**config.mk**
```make
export PLATFORM = sky130hd
export DESIGN_NAME = scancode_to_ascii_fifo_core
export DESIGN_NICKNAME = d
export VERILOG_FILES = /design/src/rtl/core/sc2a_pkg.sv /design/src/rtl/core/sc2a_keymap.sv /design/src/rtl/core/scancode_to_ascii_fifo_core.sv
export SDC_FILE = /design/constraint.sdc
export NUM_CORES = 2
export LEC_CHECK = 0
export CORE_ASPECT_RATIO = 1.25
export CORE_UTILIZATION = 40
export DETAILED_ROUTE_END_ITERATION = 12
export DONT_BUFFER_PORTS = 1
export GPL_TIMING_DRIVEN = 1
export SLEW_MARGIN = 20
export SYNTH_ARGS = -nofsm -noshare
export SYNTH_HDL_FRONTEND = slang
export SYNTH_SLANG_ARGS = --single-unit
```
**constraint.sdc**
```tcl
create_clock -name aclk -period 19.3 [get_ports aclk]
set_input_delay 2.895 -clock aclk [delete_from_list [all_inputs] [get_ports aclk]]
set_output_delay 2.895 -clock aclk [all_outputs]
set_load 0.01 [all_outputs]
```
**src/rtl/core/sc2a_pkg.sv**
```systemverilog
package sc2a_pkg;

    // Character queue geometry.
    localparam int FIFO_DEPTH = 256;
    localparam int PTR_W      = (FIFO_DEPTH > 1) ? $clog2(FIFO_DEPTH) : 1;
    localparam int FILL_W     = 8;
    localparam int FILL_MAX   = (1 << FILL_W) - 1;
    localparam int CHAR_W     = 7;

    // Item kinds carried on the input tuser bit.
    typedef enum logic {
        OP_SCANCODE = 1'b0,
        OP_READ     = 1'b1
    } op_t;

    // Set-1 codes with a special meaning.
    localparam logic [7:0] SC_LSHIFT_MAKE  = 8'h2A;
    localparam logic [7:0] SC_RSHIFT_MAKE  = 8'h36;
    localparam logic [7:0] SC_LSHIFT_BREAK = 8'hAA;
    localparam logic [7:0] SC_RSHIFT_BREAK = 8'hB6;
    localparam logic [7:0] SC_BREAK_MASK   = 8'h80;

    localparam int MAP_LEN = 58;

    localparam logic [CHAR_W-1:0] LOWER_MAP [0:MAP_LEN-1] = '{
        0, 0, 49, 50, 51, 52, 53, 54, 55, 56, 57, 48, 45, 61, 8,
        9, 113, 119, 101, 114, 116, 121, 117, 105, 111, 112, 91, 93, 10,
        0, 97, 115, 100, 102, 103, 104, 106, 107, 108, 59, 39, 96, 0,
        92, 122, 120, 99, 118, 98, 110, 109, 44, 46, 47, 0, 42, 0, 32
    };

    localparam logic [CHAR_W-1:0] UPPER_MAP [0:MAP_LEN-1] = '{
        0, 0, 33, 64, 35, 36, 37, 94, 38, 42, 40, 41, 95, 43, 8,
        9, 81, 87, 69, 82, 84, 89, 85, 73, 79, 80, 123, 125, 10,
        0, 65, 83, 68, 70, 71, 72, 74, 75, 76, 58, 34, 126, 0,
        124, 90, 88, 67, 86, 66, 78, 77, 60, 62, 63, 0, 42, 0, 32
    };

    // Key event handed from the translator to the queue logic.
    typedef struct packed {
        logic              push;
        logic [CHAR_W-1:0] ch;
    } key_ev_t;

    function automatic logic [CHAR_W-1:0] keymap_lookup(input logic       shift,
                                                        input logic [7:0] code);
        logic [CHAR_W-1:0] ch;
        ch = '0;
        if (code < 8'(MAP_LEN)) begin
            ch = shift ? UPPER_MAP[code[5:0]] : LOWER_MAP[code[5:0]];
        end
        return ch;
    endfunction

endpackage

```
**src/rtl/core/sc2a_keymap.sv**
```systemverilog
module sc2a_keymap
    import sc2a_pkg::*;
(
    input  logic       aclk,
    input  logic       aresetn,
    input  logic       key_fire,
    input  logic [7:0] scancode,
    output key_ev_t    key_ev
);

    logic shift_reg;
    logic shift_next;

    // Both shift keys share one flag; any other break code leaves it alone.
    always_comb begin
        shift_next = shift_reg;
        if (key_fire) begin
            if (scancode == SC_LSHIFT_MAKE || scancode == SC_RSHIFT_MAKE) begin
                shift_next = 1'b1;
            end else if (scancode == SC_LSHIFT_BREAK || scancode == SC_RSHIFT_BREAK) begin
                shift_next = 1'b0;
            end
        end
    end

    always_ff @(posedge aclk) begin
        if (!aresetn) begin
            shift_reg <= 1'b0;
        end else begin
            shift_reg <= shift_next;
        end
    end

    // Shift make codes map to zero in both tables, so they never push.
    always_comb begin
        key_ev.ch   = keymap_lookup(shift_reg, scancode);
        key_ev.push = ((scancode & SC_BREAK_MASK) == 8'h00) && (key_ev.ch != '0);
    end

endmodule

```
**src/rtl/core/scancode_to_ascii_fifo_core.sv**
```systemverilog
// Channel  Dir  tdata                                    tuser
// s_       in   [7:0] scancode                           [0] operation (0 key, 1 read)
// m_       out  [6:0] ascii_code, [14:7] fill_level      [0] char_valid, [1] overflow
//
// One transaction in, one transaction out; a new input is taken every cycle
// while s_tready is high. Each result is registered and sits in an output
// register while m_tready is low; s_tready stays high as long as that
// register is free or is being emptied in the same cycle.
// Reset clears the pointers, the count and the shift flag; the character
// store itself needs no clearing because only written entries are read.
module scancode_to_ascii_fifo_core
    import sc2a_pkg::*;
(
    input  logic        aclk,
    input  logic        aresetn,
    input  logic        s_tvalid,
    output logic        s_tready,
    input  logic [7:0]  s_tdata,   // [7:0] scancode
    input  logic [0:0]  s_tuser,   // [0] operation
    output logic        m_tvalid,
    input  logic        m_tready,
    output logic [15:0] m_tdata,   // [6:0] ascii_code, [14:7] fill_level, [15] zero
    output logic [1:0]  m_tuser    // [0] char_valid, [1] overflow
);

    logic [CHAR_W-1:0] char_store_reg [0:FIFO_DEPTH-1];

    logic [PTR_W-1:0]  rd_ptr_reg, rd_ptr_next;
    logic [PTR_W-1:0]  wr_ptr_reg, wr_ptr_next;
    logic [PTR_W-1:0]  count_reg, count_next;

    logic              out_valid_reg;
    logic              char_valid_reg;
    logic              overflow_reg;
    logic [FILL_W-1:0] fill_reg;
    logic [CHAR_W-1:0] rd_data_reg;

    logic    s_fire;
    logic    is_read;
    logic    rd_hit;
    logic    fifo_full;
    logic    wr_en;
    logic    ovf;
    key_ev_t key_ev;

    assign s_tready = !out_valid_reg || m_tready;
    assign s_fire   = s_tvalid && s_tready;
    assign is_read  = (op_t'(s_tuser[0]) == OP_READ);

    sc2a_keymap u_keymap (
        .aclk     (aclk),
        .aresetn  (aresetn),
        .key_fire (s_fire && !is_read),
        .scancode (s_tdata),
        .key_ev   (key_ev)
    );

    // One slot is always kept empty, so the count tops out at depth minus one.
    assign fifo_full = (count_reg == PTR_W'(FIFO_DEPTH - 1));
    assign rd_hit    = is_read && (count_reg != '0);
    assign wr_en     = !is_read && key_ev.push && !fifo_full;
    assign ovf       = !is_read && key_ev.push && fifo_full;

    always_comb begin
        rd_ptr_next = rd_ptr_reg;
        wr_ptr_next = wr_ptr_reg;
        count_next  = count_reg;
        if (s_fire && rd_hit) begin
            rd_ptr_next = (rd_ptr_reg == PTR_W'(FIFO_DEPTH - 1)) ? '0 : rd_ptr_reg + 1'b1;
            count_next  = count_reg - 1'b1;
        end else if (s_fire && wr_en) begin
            wr_ptr_next = (wr_ptr_reg == PTR_W'(FIFO_DEPTH - 1)) ? '0 : wr_ptr_reg + 1'b1;
            count_next  = count_reg + 1'b1;
        end
    end

    always_ff @(posedge aclk) begin
        if (!aresetn) begin
            rd_ptr_reg    <= '0;
            wr_ptr_reg    <= '0;
            count_reg     <= '0;
            out_valid_reg <= 1'b0;
        end else begin
            rd_ptr_reg <= rd_ptr_next;
            wr_ptr_reg <= wr_ptr_next;
            count_reg  <= count_next;
            if (s_fire) begin
                out_valid_reg <= 1'b1;
            end else if (m_tready) begin
                out_valid_reg <= 1'b0;
            end
        end
    end

    // Result fields; the read data register only loads on a read that hits,
    // so it holds its value through an output stall.
    always_ff @(posedge aclk) begin
        if (s_fire) begin
            char_valid_reg <= rd_hit;
            overflow_reg   <= ovf;
            if (count_next > PTR_W'(FILL_MAX)) begin
                fill_reg <= FILL_W'(FILL_MAX);
            end else begin
                fill_reg <= FILL_W'(count_next);
            end
        end
    end

    // Character store: one write or one registered read per cycle. A read
    // only touches an entry written at an earlier edge, so no bypass is needed.
    always_ff @(posedge aclk) begin
        if (s_fire && wr_en) begin
            char_store_reg[wr_ptr_reg] <= key_ev.ch;
        end
        if (s_fire && rd_hit) begin
            rd_data_reg <= char_store_reg[rd_ptr_reg];
        end
    end

    assign m_tvalid = out_valid_reg;
    assign m_tdata  = {1'b0, fill_reg, (char_valid_reg ? rd_data_reg : CHAR_W'(0))};
    assign m_tuser  = {overflow_reg, char_valid_reg};

endmodule
```
==> flow_metrics.env <==
export IMPL_status="finished clean"
export IMPL_rr_startpoint="rd_ptr_reg[0]$_SDFFE_PN0P_"
export IMPL_seq_power_share=0.504
export IMPL_gp_congestion=0.825
export IMPL_tightest_slew_ns=1.08
export IMPL_fill_cells=14900
export IMPL_min_path_cells=2
export IMPL_drt_wirelength_per_cell_um=28.8
export IMPL_synth_top_area_frac=0.745
export IMPL_grtUsageMet2=0.317
export IMPL_core_rowCount=174
export IMPL_rr_worst_depth=10
export IMPL_ant_nets=0
export IMPL_worstPathRequired_ns=19.73
export IMPL_hpwl_mm=99.9
export IMPL_crit_start="s_tdata[1]"
export IMPL_slew_limit_headroom=0.272
export IMPL_grt_overflow=0
export IMPL_period_share=0.367
export IMPL_clockBufferDepth=3
export IMPL_yosysWarnings=0
export IMPL_grt_max_degree=161
export IMPL_grt_pass1_vias=35000
export IMPL_vias=33400
export IMPL_max_clock_freq_mhz=141
export IMPL_cts_hold_buf=0
export IMPL_clkLatencyLatePin_ns=0.81
export IMPL_syn_area_um2=72900
export IMPL_p_int_mw=6.78
export IMPL_floorplan_initialDensity=0.404
export IMPL_syn_inst=3340
export IMPL_clk_pin_slew_ns=0.06
export IMPL_grt_setup_unrepaired="false"
export IMPL_crit_path_start_kind="input port"
export IMPL_p_sw_frac=0.231
export IMPL_layout_drive_gt1_share=0.263
export IMPL_largest_register_ffs=1792
export IMPL_final_nets=3394
export IMPL_yosysMostFrequentCell="edfxtp_1"
export IMPL_drv_slew=0
export IMPL_die_area_um2=184000
export IMPL_drtIter0Drc=3274
export IMPL_post_route_min_period_ns=7.07
export IMPL_cts_max_level=4
export IMPL_min_from="count_reg[7]$_SDFF_PN0_"
export IMPL_top_usage_layer="met2"
export IMPL_die_height_um=479
export IMPL_r2r_setup_slack_ns=13.21
export IMPL_cts_buffers=163
export IMPL_post_cts_buffers=0
export IMPL_synthTopCellsByCount="edfxtp_1, mux4_2, nor2_1"
export IMPL_p_switching_mw=2.04
export IMPL_worstHoldPathType="reg2reg"
export IMPL_leakage_nw=23.4
export IMPL_critPathCaptureType="register"
export IMPL_use_met3=0.0254
export IMPL_ys_dominant_reg_cell="edfxtp_1"
export IMPL_antenna_found_initial=5
export IMPL_area_delta_synth_final_pct=10.9
export IMPL_yosys_area_top_type="edfxtp_1"
export IMPL_fin_util=0.448
export IMPL_grt_use_met1=0.248
export IMPL_port_buffer_count=0
export IMPL_fin_worst_skew_ns=0.0245
export IMPL_synth_cell_types=80
export IMPL_power_density_nw_per_um2=109
export IMPL_peakVddDrop_v=0.000164
export IMPL_synth_nets=3373
export IMPL_setup_viol=0
export IMPL_synth_seq_cells=1835
export IMPL_cts_root_buffer="clkbuf_16"
export IMPL_fp_dieW_um=384
export IMPL_cts_resized=0
export IMPL_io_pins=33
export IMPL_wl_mm=169
export IMPL_clkPwrFrac=0.372
export IMPL_synth_edff_count=1809
export IMPL_critPathMaxFanout=84
export IMPL_core_area_um2=180000
export IMPL_dp_cells=5572
export IMPL_pwr_share_comb=0.125
export IMPL_finalHoldViolations=0
export IMPL_gr_usage_all_layers=0.186
export IMPL_path_class="in2reg"
export IMPL_ys_async_sr_fraction=0
export IMPL_seq_area_frac_synth=0.753
export IMPL_fin_tns_setup_ns=0
export IMPL_yosys_top_cells_area="edfxtp_1, mux4_2, nor2_1"
export IMPL_drt_first_pass_iters=5
export IMPL_stdcell_count=5873
export IMPL_grt_pass1_wl_mm=249
export IMPL_cp_arrival_ns=7.50
export IMPL_drv_cap=0
export IMPL_drc=0
export IMPL_avgSynthCellArea_um2=21.8
export IMPL_vias_per_cell=5.69
export IMPL_cts_tree="yes"
export IMPL_cts_sinks=1835
worst paths after layout:
path,endpoint
setup / recovery,char_store_reg[192][5]$_DFFE_PP_
hold / removal,count_reg[7]$_SDFF_PN0_
setup reg to reg,rd_data_reg[0]$_DFFE_PP_
hold reg to reg,count_reg[7]$_SDFF_PN0_
power by group through the flow:
stage	logic (mW)	clock network, mW	registers, mW
after floorplan	0.856	0	4.51
after global placement	1.12	0	4.53
after detailed placement	1.12	0	4.53
after CTS	1.13	3.33	4.44
after global routing	1.17	3.47	4.44
final	1.10	3.28	4.44
layout by cell type (no fill, tap or decap), types with 14 or more instances in the layout:
cell type,Yosys,routed
nand2_1,111,111
buf_4,27,45
edfxtp_1,1809,1809
clkbuf_16,0,167
nor2_1,278,277
nor3_1,31,28
nand2b_1,18,18
a21oi_1,23,23
mux4_2,586,586
ha_1,20,20
o21ai_0,14,14
bufinv_16,0,18
clkinv_2,0,27
clkinv_1,1,35
nand3_1,19,19
and2_1,24,21
clkbuf_1,68,26
inv_1,16,16
dfxtp_1,26,21
logic make-up after synthesis:
family	count (synthesis)	share of synthesized area
other cells	1	0.0000515
simple gates	544	0.0332
flops	1835	0.753
fa+ha+maj	20	0.00343
buf+inv	216	0.0146
mux	599	0.183
compound gates	117	0.0120
xor+xnor	8	0.000962
layer usage:
metal | part of all wire | wire, um
met1 | 0.40 | 67200
met2 | 0.52 | 87700
met3 | 0.057 | 9670
met4 | 0.027 | 4620
met5 | 0 | 0
layout make-up:
cell class | instances | area [um2] | share of cell area
sequential | 1835 | 54900 | 0.679
timing repair buffer | 53 | 498 | 0.00616
antenna | 1 | 2.50 | 0.0000310
multi-input combinational | 1289 | 17100 | 0.211
inverter | 19 | 71.3 | 0.000882
clock buffer | 193 | 4280 | 0.0529
tap | 2376 | 2970 | 0.0368
clock inverter | 107 | 1070 | 0.0133
worst max-delay path, cell delays in order:
cell	delay, ns
inv_1	0.16
ha_1	0.32
and3_1	0.20
a21oi_1	0.04
or3_1	0.36
a31oi_4	0.18
buf_4	0.63
a311o_2	0.38
o31a_1	0.52
nand2_4	0.55
buf_4	0.57
nor2_1	0.62
through the flow:
stage          power, mW  area (um2)  setup WS [ns]  hold slack, ns
2_1_floorplan       5.37       72900           5.53           0.480
3_3_place_gp        5.65       75500          11.44           0.515
3_5_place_dp        5.65       75500          11.36           0.533
4_1_cts             8.90       80800          12.20           0.545
5_1_grt             9.08       80800          11.95           0.564
6_report            8.82       80800          12.23           0.536
(Power assumes the default switching activity.)
